==> src/hdl/c2s_pkg.sv <==
`default_nettype none
package c2s_pkg;

  localparam int CORDIC_STAGES = 32;
  localparam int GUARD_BITS    = 8;
  localparam int SQ_W          = 66;
  // Magnitudes are at most 2^31, so one guard-extended CORDIC value needs
  // 40 bits plus one sign bit and some headroom for the gain.
  localparam int CW            = 43;
  localparam int AW            = 32;
  localparam int SHIFT_W       = 6;
  localparam int RHO_STEPS     = 32;
  localparam int RAD_STEPS     = 33;

  localparam logic signed [AW-1:0] ANG_PI      = 32'sd1686629713;
  localparam logic signed [AW-1:0] ANG_HALF_PI = 32'sd843314857;

  function automatic logic signed [AW-1:0] atan_tab(input int i);
    logic signed [AW-1:0] t;
    case (i)
      0: t = 32'sd421657428;
      1: t = 32'sd248918915;
      2: t = 32'sd131521918;
      3: t = 32'sd66762579;
      4: t = 32'sd33510843;
      5: t = 32'sd16771758;
      6: t = 32'sd8387925;
      7: t = 32'sd4194219;
      8: t = 32'sd2097141;
      9: t = 32'sd1048575;
      default: begin
        if (i >= 10 && i < 30) t = 32'sd1 <<< (29 - i);
        else t = '0;
      end
    endcase
    return t;
  endfunction

endpackage
`default_nettype wire

==> src/hdl/c2s_isqrt_step.sv <==
`default_nettype none
// One digit step of the restoring integer square root.
module c2s_isqrt_step (
  input  wire logic [c2s_pkg::SQ_W-1:0] op_i,
  input  wire logic [c2s_pkg::SQ_W-1:0] res_i,
  input  wire logic [c2s_pkg::SQ_W-1:0] one_i,
  output logic [c2s_pkg::SQ_W-1:0]      op_o,
  output logic [c2s_pkg::SQ_W-1:0]      res_o
);
  logic [c2s_pkg::SQ_W-1:0] trial;
  always_comb begin
    trial = res_i + one_i;
    if (op_i >= trial) begin
      op_o  = op_i - trial;
      res_o = (res_i >> 1) + one_i;
    end else begin
      op_o  = op_i;
      res_o = res_i >> 1;
    end
  end
endmodule
`default_nettype wire

==> config.mk <==
export PLATFORM = sky130hd
export DESIGN_NAME = c2s_isqrt_step
export DESIGN_NICKNAME = d
export VERILOG_FILES = /design/src/hdl/c2s_pkg.sv /design/src/hdl/c2s_isqrt_step.sv
export SDC_FILE = /design/constraint.sdc
export NUM_CORES = 1
export LEC_CHECK = 0
export CAP_MARGIN = 20
export CELL_PAD_IN_SITES_DETAIL_PLACEMENT = 2
export CELL_PAD_IN_SITES_GLOBAL_PLACEMENT = 2
export CORE_ASPECT_RATIO = 1.5
export CORE_MARGIN = 3
export CORE_UTILIZATION = 33
export DETAILED_ROUTE_END_ITERATION = 12
export DONT_BUFFER_PORTS = 1
export PLACE_DENSITY_LB_ADDON = 0.1
export SYNTH_ARGS = -nofsm -noshare
export SYNTH_HDL_FRONTEND = slang
export SYNTH_SLANG_ARGS = --single-unit
==> constraint.sdc <==
create_clock -name vclk -period 10.2
set_input_delay 2.55 -clock vclk [all_inputs]
set_output_delay 2.55 -clock vclk [all_outputs]
set_load 0.02 [all_outputs]
Yosys cells after proc, flatten, opt, wreduce, memory -nomap -nowiden
Cells that the tools add are included.
- add/sub/neg operators: 3
- $mul: 0
- divide/modulo/power cells: 0
- magnitude comparators: 1
- eq/ne operators: 0
- shift-type cells: 0
- mux-type cells: 2
- bitwise operators: 0
- reductions and logical operators: 0
- operators by type and width (operator ; count):
    $mux W66 ; 2
    $add A65 B66 Y66 ; 1
    $add A66 B66 Y66 ; 1
    $ge A66 B66 Y1 ; 1
    $sub A66 B66 Y66 ; 1
- register bits: 0
- bits in latches: 0
- memory bits (writable): 0
- ROM bits: 0
- logic and storage cells: 6
- memories: 0

Longest topological paths before layout
- depth in word-level cells: 3
- depth in mapped cells: 29
- gate-level depth less buffers: 25

Worst setup path after synthesis
No wires, ideal clock.
- path kind: input-to-output
- start: input port res_i[0] (netlist name)
- end: output port res_o[3] (netlist name)
- arrival: 8.214 ns
- setup slack: -0.564 ns
- cell stages on the path: 25
- buffers on the path: 2
- cells stage by stage: ha_1 -> inv_1 -> fa_1 -> nand2b_1 -> a21oi_1 -> o21ai_0 -> o221ai_1 -> a21oi_1 -> o31a_1 -> o21ai_0 -> a21oi_1 -> xor2_1 -> ha_1 -> nand4_1 -> or3_1 -> or4_4 -> nor2b_2 -> o211ai_2 -> a2111oi_4 -> o21ai_2 -> o21ai_4 -> a31oi_4 -> buf_6 -> buf_6 -> o31ai_1
- longest elaborated chain between the ends: 3
- ends and longest elaborated chain (element ; line ; source):
    start: declaration ; c2s_isqrt_step.sv:5 ; input wire logic [c2s_pkg::SQ_W-1:0] res_i,
    $add A66 B66 Y66 ; c2s_isqrt_step.sv:12 ; trial = res_i + one_i;
    $ge A66 B66 Y1 ; c2s_isqrt_step.sv:13 ; if (op_i >= trial) begin
    $mux W66 ; c2s_isqrt_step.sv:13 ;
    end: declaration ; c2s_isqrt_step.sv:8 ; output logic [c2s_pkg::SQ_W-1:0] res_o
No other way between the ends.

Worst setup path after layout
- start: input port one_i[14] (netlist name)
- end: output port op_o[8] (netlist name)
- longest elaborated chain between the ends: 3
- ends and longest elaborated chain (element ; line ; source):
    start: declaration ; c2s_isqrt_step.sv:6 ; input wire logic [c2s_pkg::SQ_W-1:0] one_i,
    $add A66 B66 Y66 ; c2s_isqrt_step.sv:12 ;
    $ge A66 B66 Y1 ; c2s_isqrt_step.sv:13 ;
    $mux W66 ; c2s_isqrt_step.sv:13 ;
    end: declaration ; c2s_isqrt_step.sv:7 ; output logic [c2s_pkg::SQ_W-1:0] op_o,
No other way between the ends.

==> out/results.ini <==
[global_route]
gr-total-overflow = 0
grt_pass1_vias = 20349
track_usage = 0.386
grt_max_degree = 18
grt_pass1_wl_um = 122000
antenna_found_initial = 5

[final_layout]
final_common_cell = buf_4
layout.nets = 2681
seq_cells = 0
syn2layout_area_growth_pct = 51.6
multi_input_area_sq_um = 13600
final_cells = 2769
nClkBuffers = 0
layout-drive-gt1-share = 0.327
final_cell_mix = 317 x buf_4, 216 x a21oi_1, 190 x ha_1, 184 x nand2_1, 118 x o21ai_0
regArea_sq_um = 0
fillers = 4058

[logic_synthesis]
ys_types = 71
netlist_area_sq_um = 12500
synth_area_leaders = ha_1 20%, a21oi_1 9.2%, nand2_1 8.0%
avgSynthCellArea_sq_um = 6.54
syn_inst = 1905
synth_top_area_frac = 0.197
ys_warn_count = 0
yosysTopAreaCell = ha_1
syn_nets = 2302
synth.yosys.seq_area_share = 0

[die]
rows = 86
fp.dieH_um = 244
core-area_sq_um = 37000
start_util = 0.336
die_w_um = 165
die-area_sq_um = 40100
pin_count = 330

[routing]
ant_nets = 0
routed_via_density = 6.88
wl_per_cell_um = 35.5
drc_errors = 0
wirelength_um = 98200
drt-initial-drc-count = 1305
firstDrtPassIters = 5
vias = 19047

[placement]
gp_congestion = 0.972
dp_hpwl_um = 57200
portBuffers = 0
place_ws_ns = -1.23
dp.cells = 2710

[timing]
hold_viol = 0
setup_violations = 132
tightestPinTransition_ns = 1.18
period_needed_ns = 11.46
max_slew_margin = 0.208
maxSlewViolCount = 0
setup_ws_ns = -1.26
rsz0062_at_grt = true
min_period_over_period = 1.12
max_freq_ghz = 0.0873

[status]
status = finished with violations
violations = negative setup slack

[worst_setup_path]
critPathRequiredTime_ns = 7.65
cp_slowest_cell = o21ai_0
critPathCaptureType = output pin
arrival_ns = 8.91
max_stage_delay_ns = 0.47
start_kind = primary input
worst-setup-path-type = in2out
critPathMaxFanout = 11

[job]
cap_violations = 0

[clock_tree]
cts_hold_buf = 0

[worst_hold_path]
holdCritPathClass = in2out

-- metal layers --
layer	vias to the layer above	global-route usage	part of all wire	routed length (um)
met4	4	0.257	0.12	11500
li1	7817	-	-	-
met2	1215	0.739	0.49	48100
met3	675	0.0614	0.077	7580
met1	9336	0.368	0.32	31000
met5	-	0	0.00027	27
-- cells in the mapped netlist (all sizes together) (14+ instances only) --
| library cell | count |
|---|---|
| nand2 | 265 |
| o21ai | 250 |
| a21oi | 230 |
| ha | 196 |
| nor2 | 105 |
| xnor2 | 104 |
| a21o | 103 |
| xor2 | 78 |
| clkbuf | 69 |
| nand4 | 54 |
| inv | 51 |
| o21bai | 44 |
| nand3 | 30 |
| nor3 | 26 |
| a31oi | 21 |
| buf | 21 |
| and3 | 20 |
| nor2b | 19 |
| nand2b | 17 |
| a211oi | 15 |
| and2 | 14 |
-- path summary, 6_finish.rpt --
| kind | from | endpoint | slack (ns) | depth (start not counted) |
|---|---|---|---|---|
| setup / recovery | one_i[14] | op_o[8] | -1.26 | 29 |
| hold / removal | res_i[2] | res_o[1] | 5.24 | 2 |
-- cell type report --
class	count	area share
diodes	3	0.000398
inverters	51	0.0103
multi-input cells	1764	0.719
well taps	484	0.0321
repair buffers	467	0.239
-- stage by stage --
| stage | TNS [ns] | util | hold WS (ns) | instance area (sq um) |
|---|---|---|---|---|
| finish | -137.83 | 0.510 | 5.24 | 18900 |
| detailed placement | -143.20 | 0.428 | 5.26 | 15800 |
| CTS | -33.70 | 0.484 | 5.23 | 17900 |
| global placement | -131.67 | 0.428 | 5.26 | 15800 |
| global route | -137.21 | 0.510 | 5.24 | 18900 |
| floorplan | -2.56 | - | 5.25 | 12600 |
-- cells by family (layout without fill, tap and decap cells) --
group / Yosys count / after routing / share of synthesized area
AO/OA/AOI/OAI: 775 / 775 / 0.383
XOR/XNOR: 182 / 182 / 0.128
adder cells (fa/ha/maj): 199 / 199 / 0.202
buffers and inverters: 141 / 518 / 0.0522
multiplexers: 7 / 7 / 0.00804
other: 0 / 3 / 0
AND/OR/NAND/NOR: 601 / 601 / 0.227
-- worst max-delay path, delay by kind of cell --
kind            cells  cell delay [ns]
buf+inv             6             1.11
fa+ha+maj           2             0.71
compound gates     17             3.83
simple gates        3             0.54
xor+xnor            1             0.16
-- what timing repair did --
item                       in CTS  in global routing
setup endpoints to repair     132                132
gates cloned                   17                  1
setup buffers                  31                 10
gates resized for setup       349                196
pin swaps                      93                 56
