==> config.mk <==
export PLATFORM = sky130hd
export DESIGN_NAME = c2s_cordic_step
export DESIGN_NICKNAME = d
export VERILOG_FILES = /design/src/hdl/c2s_pkg.sv /design/src/hdl/c2s_cordic_step.sv
export SDC_FILE = /design/constraint.sdc
export NUM_CORES = 1
export LEC_CHECK = 0
export BUFFER_PORTS_ARGS = -buffer_cell sky130_fd_sc_hd__clkbuf_2
export CAP_MARGIN = 40
export CORE_MARGIN = 4
export CORE_UTILIZATION = 35
export DETAILED_ROUTE_END_ITERATION = 8
export SYNTH_ARGS = -nofsm -noshare
export SYNTH_HDL_FRONTEND = slang
export SYNTH_SLANG_ARGS = --single-unit
==> constraint.sdc <==
create_clock -name vclk -period 6.3
set_clock_uncertainty 0.05 [all_clocks]
set_input_delay 0.63 -clock vclk [all_inputs]
set_output_delay 0.63 -clock vclk [all_outputs]
set_load 0.02 [all_outputs]
==> src/hdl/c2s_pkg.sv <==
`default_nettype none
package c2s_pkg;

  localparam int CORDIC_STAGES = 32;
  localparam int GUARD_BITS    = 8;
  localparam int SQ_W          = 66;
  // Magnitudes are at most 2^31, so one guard-extended CORDIC value needs
  // 40 bits plus one sign bit and some headroom for the gain.
  localparam int CW            = 43;
  localparam int AW            = 32;
  localparam int SHIFT_W       = 6;
  localparam int RHO_STEPS     = 32;
  localparam int RAD_STEPS     = 33;

  localparam logic signed [AW-1:0] ANG_PI      = 32'sd1686629713;
  localparam logic signed [AW-1:0] ANG_HALF_PI = 32'sd843314857;

  function automatic logic signed [AW-1:0] atan_tab(input int i);
    logic signed [AW-1:0] t;
    case (i)
      0: t = 32'sd421657428;
      1: t = 32'sd248918915;
      2: t = 32'sd131521918;
      3: t = 32'sd66762579;
      4: t = 32'sd33510843;
      5: t = 32'sd16771758;
      6: t = 32'sd8387925;
      7: t = 32'sd4194219;
      8: t = 32'sd2097141;
      9: t = 32'sd1048575;
      default: begin
        if (i >= 10 && i < 30) t = 32'sd1 <<< (29 - i);
        else t = '0;
      end
    endcase
    return t;
  endfunction

endpackage
`default_nettype wire

==> src/hdl/c2s_cordic_step.sv <==
`default_nettype none
// One CORDIC vectoring micro-rotation; shift and angle are tied off per stage.
module c2s_cordic_step (
  input  wire logic [c2s_pkg::SHIFT_W-1:0]   shift_i,
  input  wire logic signed [c2s_pkg::AW+1:0] t_i,
  input  wire logic signed [c2s_pkg::CW-1:0] u_i,
  input  wire logic signed [c2s_pkg::CW-1:0] v_i,
  input  wire logic signed [c2s_pkg::AW+1:0] a_i,
  output logic signed [c2s_pkg::CW-1:0]      u_o,
  output logic signed [c2s_pkg::CW-1:0]      v_o,
  output logic signed [c2s_pkg::AW+1:0]      a_o
);
  logic signed [c2s_pkg::CW-1:0] du, dv;
  always_comb begin
    du = v_i >>> shift_i;
    dv = u_i >>> shift_i;
    if (!v_i[c2s_pkg::CW-1]) begin
      u_o = u_i + du;
      v_o = v_i - dv;
      a_o = a_i + t_i;
    end else begin
      u_o = u_i - du;
      v_o = v_i + dv;
      a_o = a_i - t_i;
    end
  end
endmodule
`default_nettype wire

### Yosys cells after proc, flatten, opt, wreduce, memory -nomap -nowiden

Index checks and enable logic that the tools add are counted.

| operators by class | value |
|---|---|
| shifts and indexed selects | 2 |
| add/sub/neg operators | 6 |
| multiplexer cells | 3 |

Operators by type and width:

| operator | count |
|---|---|
| $add A43 B43 Y43 | 2 |
| $mux W43 | 2 |
| $sshr A43 B6 Y43 | 2 |
| $sub A43 B43 Y43 | 2 |
| $add A34 B34 Y34 | 1 |
| $mux W34 | 1 |
| $sub A34 B34 Y34 | 1 |

| word-level totals | value |
|---|---|
| bits of input ports | 160 |
| word-level logic and storage cells | 11 |
| output and inout port bits | 120 |
| bits in registers | 0 |

### Depth between registers and ports, before layout

Gate-level depths: netlist of the first run.

| depth | value |
|---|---|
| depth after elaboration | 3 |
| mapped depth | 29 |
| depth with buffers taken out | 24 |

### Worst setup path before layout of the first run

No wires, ideal clock.

| timing path | value |
|---|---|
| kind | input -> output |
| start point | input shift_i[1] in the netlist's numbering |
| end point | output u_o[41] in the netlist's numbering |
| buffers on the path | 6 |
| required time | 5620 ps |
| data arrival time | 6537 ps |
| stages | 29 |
| path slack | -917 ps |
| path through | buf_6 -> buf_6 -> buf_6 -> buf_6 -> buf_2 -> buf_2 -> mux4_2 -> a22oi_1 -> o31a_1 -> o31ai_1 -> a21oi_1 -> ha_1 -> nand3_1 -> nor3_1 -> a21oi_1 -> nor2_1 -> mux2i_1 -> o221ai_1 -> ha_1 -> a21o_1 -> a211o_1 -> a41o_1 -> a31oi_1 -> o41ai_1 -> a21oi_1 -> nor4_1 -> o21ai_0 -> mux2i_1 -> a2111oi_0 |

| on the way | value |
|---|---|
| word-level cells in the longest chain between the ends | 3 |
| elaborated cells on any way between the ends | 4 |
| those cells by class | 2 x add/sub; 1 x shift; 1 x mux |

Ends and longest elaborated chain:

| element | RTL line | text |
|---|---|---|
| start, declared | c2s_cordic_step.sv:4 | `input wire logic [c2s_pkg::SHIFT_W-1:0] shift_i,` |
| $sshr A43 B6 Y43 (*) | c2s_cordic_step.sv:15 | `du = v_i >>> shift_i;` |
| $add A43 B43 Y43 or $sub A43 B43 Y43 (tied branches) | c2s_cordic_step.sv:18, c2s_cordic_step.sv:22 |  |
| $mux W43 (*) | c2s_cordic_step.sv:17 | `if (!v_i[c2s_pkg::CW-1]) begin` |
| end, declared | c2s_cordic_step.sv:9 | `output logic signed [c2s_pkg::CW-1:0] u_o,` |

Mark *: on every way between the ends. The rest lies on a longest branch, timed or not.

### Worst setup path after layout of the first run

| timing path | value |
|---|---|
| start point | input shift_i[1] in the netlist's numbering |
| end point | output v_o[41] in the netlist's numbering |

| on the way | value |
|---|---|
| word-level cells in the longest chain between the ends | 3 |
| elaborated cells on any way between the ends | 4 |
| those cells by class | 2 x add/sub; 1 x shift; 1 x mux |

Ends and longest elaborated chain:

| element | RTL line | text |
|---|---|---|
| $sshr A43 B6 Y43 (*) | c2s_cordic_step.sv:16 | `dv = u_i >>> shift_i;` |
| $sub A43 B43 Y43 or $add A43 B43 Y43 (tied branches) | c2s_cordic_step.sv:19, c2s_cordic_step.sv:23 |  |
| $mux W43 (*) | c2s_cordic_step.sv:17 |  |
| end, declared | c2s_cordic_step.sv:10 | `output logic signed [c2s_pkg::CW-1:0] v_o,` |

Marks and branches as above.

==> results of run 1 <==
==> final cells by class <==
cell class,instances,share of cell area
multi-input combinational,2012,0.612
timing repair buffer,1383,0.355
tap,615,0.0253
inverter,59,0.00740
==> kinds of logic (layout without fill, tap and decap cells) <==
logic type,count (synthesis),in the layout,synth area share
buffers and inverters,188,1442,0.0601
XOR/XNOR,197,197,0.103
adder cells (fa/ha/maj),132,132,0.0996
AND/OR/NAND/NOR,699,699,0.207
AO/OA/AOI/OAI,702,702,0.284
multiplexers,282,282,0.247
==> power by group <==
part | switching (mW) | internal, mW
Clock | 0 | 0
Sequential | 0 | 0
Combinational | 2.54 | 2.28
==> cell usage after synthesis (33+ instances only) <==
cell and count:
nor3_1 52, nor2_1 209, nand3_1 58, a21oi_1 181, xor2_1 63, mux2_2 49, o21ai_0 107, a31oi_1 39
mux4_2 99, o22ai_1 33, a21o_1 61, mux2i_1 125, xnor2_1 134, clkbuf_1 55, inv_1 52, ha_1 129
nand2_1 169
==> through the flow <==
stage	util	hold WS [ns]
2_1_floorplan	-	1.39
3_3_place_gp	0.542	1.61
3_5_place_dp	0.542	1.63
4_1_cts	0.605	1.63
5_1_grt	0.639	1.64
6_report	0.639	1.62
==> layer usage <==
metal	wire, um	track usage
met5	0	0
met4	6220	0.154
met3	7520	0.0467
met2	46600	0.612
met1	40600	0.465
==> cells in the final DEF (no fill, tap or decap), drive strengths merged, types with 10 or more instances in the layout <==
master     n
a211o     13
a211oi    31
a21o      61
a21oi    181
a221oi    12
a22o      13
a22oi     22
a31oi     40
and2      26
and3      15
buf     1143
clkbuf   239
ha       129
inv       54
mux2      56
mux2i    127
mux4      99
nand2    170
nand2b    26
nand3     59
nand4     11
nor2     209
nor2b     29
nor3      53
nor3b     12
nor4      22
o211ai    22
o21a      20
o21ai    109
o21bai    14
o221ai    10
o22ai     33
o31ai     16
or2       23
or3       10
xnor2    134
xor2      63
==> worst max-delay path by stage <==
stage                     startpoint      end  cells past startpoint
after floorplan           shift_i[1]  u_o[39]                     29
after global placement    shift_i[0]  v_o[42]                     26
after detailed placement  shift_i[0]  v_o[42]                     26
after CTS                 shift_i[1]  v_o[42]                     28
after global routing      shift_i[1]  v_o[37]                     27
final                     shift_i[1]  v_o[41]                     27
==> timing repair <==
item / CTS / global route
gates cloned: 6 / 1
resized for setup: 431 / 270
setup endpoints to repair: 54 / 51
pin swaps: 213 / 136
setup buffers: 119 / 54
==> metrics.cfg, run 1 <==
[die]
floorplan.initialDensity = 0.353
core_area_mm2 = 0.0476
rows = 80
die_h_um = 227
die_w_um = 227
pin_count = 280
dieArea_mm2 = 0.0516

[placed_design]
dp.cells = 3903
dpl_cell_area_mm2 = 0.0258
post-dp-hpwl_um = 79900
post-place-ws_ns = -1.07
place_congestion = 1.05
io_buffers = 280

[sta]
slew_headroom = 0.472
worst_pin_slew_ns = 0.789
fmax_mhz = 147
fin_crit_ns = 6.79
hold_viol = 0
drv_slew = 0
tns_ns = -9.85
finalWorstSetupSlack_ns = -0.488
grt_setup_unrepaired = true
finalCritPeriodShare = 1.08
setup_viol = 39

[min_path]
hold_start = t_i[0]
worstHoldPathCells = 4
hold_end = a_o[0]
hold_class = in2out

[worst_setup_path]
path_class = in2out
worstSetupEndpointType = output pin
cpMostUsedCell = a21o_1
required_ns = 5.62
start_kind = input pin
crit_arrival_ns = 6.11
cpLargestDelayFamily = compound AO/OA/AOI/OAI gates
crit_path_max_fanout = 8
path_buf_inv = 7
cpMaxStageDelayCell = or3_4
cpPeakStageDelay_ns = 0.43

[drt]
ant_nets = 0
drc = 0
wl_per_cell_um = 24.8
drtIter0Drc = 2062
drt_wl_total_um = 101000
drt_pass1_iterations = 6
vias_per_cell = 5.99
vias = 24400

[yosys]
syn_area_mm2 = 0.0168
yosys-top-cells-area = mux4_2 13%, ha_1 9.6%, mux2i_1 7.4%
synth.avg_cell_area_um2 = 7.64
netlist.area_leader.share = 0.133
synth.distinct_cells = 104
synthesis.nets = 2492
ys_seq_area_frac = 0
yosysTopAreaCell = mux4_2
netlist_instances = 2200
yosysWarnings = 0

[final_layout]
drive_gt1_frac = 0.561
nClkBuffers = 0
nets = 3748
multi_input_area_mm2 = 0.0186
fill_cells = 4004
finalInstanceArea_mm2 = 0.0304
area_growth_syn_to_layout_pct = 81.0
finalNonFillerCells = 4069
seq_cell_count = 0
antenna_cells = 0
seq_area_um2 = 0

[outcome]
violations = negative setup slack
outcome = finished with violations

[power]
vdd_ir_drop_max_mv = 0.177
p_leak_nw = 14.0
power_per_cell_area_mw_per_mm2 = 158
total_power_mw = 4.81

[global_route]
grt_pass1_vias = 24000
grt_pass1_wl_um = 145000
antenna_found_initial = 1
grt_util_all_layers = 0.362
grt_max_degree = 58
grt-ovfl-total = 0

[job]
max_cap_violations = 0

[clock_tree]
cts_hold_buf = 0

Power figures use the tool's default switching activity.
==> run 2: changes to the inputs <==
--- a/config.mk
+++ b/config.mk
@@ -10,6 +10,7 @@
 export CORE_MARGIN = 4
 export CORE_UTILIZATION = 35
 export DETAILED_ROUTE_END_ITERATION = 8
+export RECOVER_POWER = 50
 export SYNTH_ARGS = -nofsm -noshare
 export SYNTH_HDL_FRONTEND = slang
 export SYNTH_SLANG_ARGS = --single-unit
==> run 2 against run 1 <==
The flow still finishes with violations (negative setup slack). Non-clock buffer count is the same. Critical path depth is the same. Clock-buffer cell count is the same. Combinational power is essentially flat. Power is essentially flat. Sequential share of layout area is the same. Critical endpoint unchanged. Largest cell class unchanged.
==> metrics.cfg, run 2 (synthesized netlist as in run 1, its figures left out) <==
[drt]
m1WireLength_um = 40600
vias_per_cell = 5.99
drtIter0Drc = 2062
wl_per_cell_um = 24.8
ant_nets = 0
drt_pass1_iterations = 8
wl_met2_um = 46700
wl_met3_um = 7460
vias = 24400
top_layer = met4
drc = 0
drt_wl_total_um = 101000

[placed_design]
post-dp-hpwl_um = 79900
dpl_cell_area_mm2 = 0.0258
io_buffers = 280
place_congestion = 1.05

[final_layout]
nClkBuffers = 0
final_common_cell = buf_4
final_cell_mix = 1011 x buf_4, 231 x clkbuf_2, 182 x nor2_1, 154 x nand2_1, 130 x a21oi_1
drive_gt1_frac = 0.560
seq_area_um2 = 0
nets = 3748
seq_cell_count = 0
area_growth_syn_to_layout_pct = 81.0
utilization = 0.639
finalInstanceArea_mm2 = 0.0304

[sta]
finalWorstSetupSlack_ns = -0.488
holdWs_ns = 1.64
grt_setup_unrepaired = true
slew_headroom = 0.472
worst_pin_slew_ns = 0.789
finalCritPeriodShare = 1.08
fmax_mhz = 147
drv_slew = 0
tns_ns = -9.84
fin_crit_ns = 6.79
hold_viol = 0
setup_viol = 39

[die]
dieArea_mm2 = 0.0516
floorplan.initialDensity = 0.353
die_w_um = 227
die_h_um = 227
rows = 80
pin_count = 280
core_area_mm2 = 0.0476

[worst_setup_path]
crit_arrival_ns = 6.11
start_kind = input pin
worstSetupEndpointType = output pin
crit_path_max_fanout = 8
path_class = in2out
required_ns = 5.62

[min_path]
hold_start = t_i[0]
worstHoldPathCells = 4
hold_class = in2out
hold_end = a_o[0]

[outcome]
outcome = finished with violations
violations = negative setup slack

[power]
power_per_cell_area_mw_per_mm2 = 158
p_leak_nw = 14.0
vdd_ir_drop_max_mv = 0.177
total_power_mw = 4.81

[global_route]
grt_pass1_wl_um = 145000
grt_max_degree = 58
antenna_found_initial = 1
grt-ovfl-total = 0
grt_pass1_vias = 24000
grt_util_all_layers = 0.362

[clock_tree]
cts_hold_buf = 0

[job]
max_cap_violations = 0

[run 2: changes by cell type in the layout (fill, tap and decap cells not counted), sizes merged]
cell / delta
diode: +1
[run 2: power breakdown]
group	internal, mW	switching [mW]
sequential	0	0
clock	0.0000000105	0
combinational	2.28	2.54
total	2.28	2.54
[run 2: per-stage QoR]
stage / setup WS (ns) / cells
6_report: -0.488 / 4070
5_1_grt: -0.681 / 4069
4_1_cts: -0.377 / 4023
3_5_place_dp: -1.07 / 3903
3_3_place_gp: -1.04 / 3902
2_1_floorplan: -0.00376 / 2200
[run 2: worst max-delay path by stage]
stage          startpoint      end  cells after the start
5_1_grt        shift_i[1]  v_o[37]                     27
3_5_place_dp   shift_i[0]  v_o[42]                     26
3_3_place_gp   shift_i[0]  v_o[42]                     26
6_report       shift_i[1]  v_o[41]                     27
2_1_floorplan  shift_i[1]  u_o[39]                     29
4_1_cts        shift_i[1]  v_o[42]                     28
[run 2: layer usage]
layer | global-route usage | vias to the layer above
li1 | - | 11000
met1 | 0.465 | 11800
met2 | 0.612 | 1250
met3 | 0.0467 | 325
met4 | 0.154 | 0
met5 | 0 | -
[run 2: timing repair]
item	in CTS	in global routing
gates resized for setup	431	270
setup endpoints to repair	54	51
pin swaps	213	136
cloned	6	1
setup buffers	119	54
[run 2: area by class of cell]
cell class	instances	area (um^2)
multi-input cells	2012	18600
fillers	4006	17200
repair buffers	1383	10800
well taps	615	769
inverters	59	225
diodes	1	2.50
[run 2: worst max-delay path: stages]
cell       delay [ns]
buf_16           0.14
buf_16           0.15
buf_12           0.15
buf_8            0.13
mux2_4           0.32
a221oi_2         0.26
buf_4            0.19
nor2_4           0.07
a221o_1          0.35
nand3b_1         0.20
or3_4            0.43
nor4_4           0.27
buf_6            0.17
nor3b_4          0.22
nor2_1           0.08
xnor2_1          0.18
ha_2             0.32
a21o_1           0.18
a21o_1           0.17
a21o_1           0.20
a21o_1           0.20
a21oi_2          0.24
o2bb2ai_4        0.14
a21o_1           0.23
a21oi_2          0.18
xnor2_2          0.13
clkbuf_8         0.16
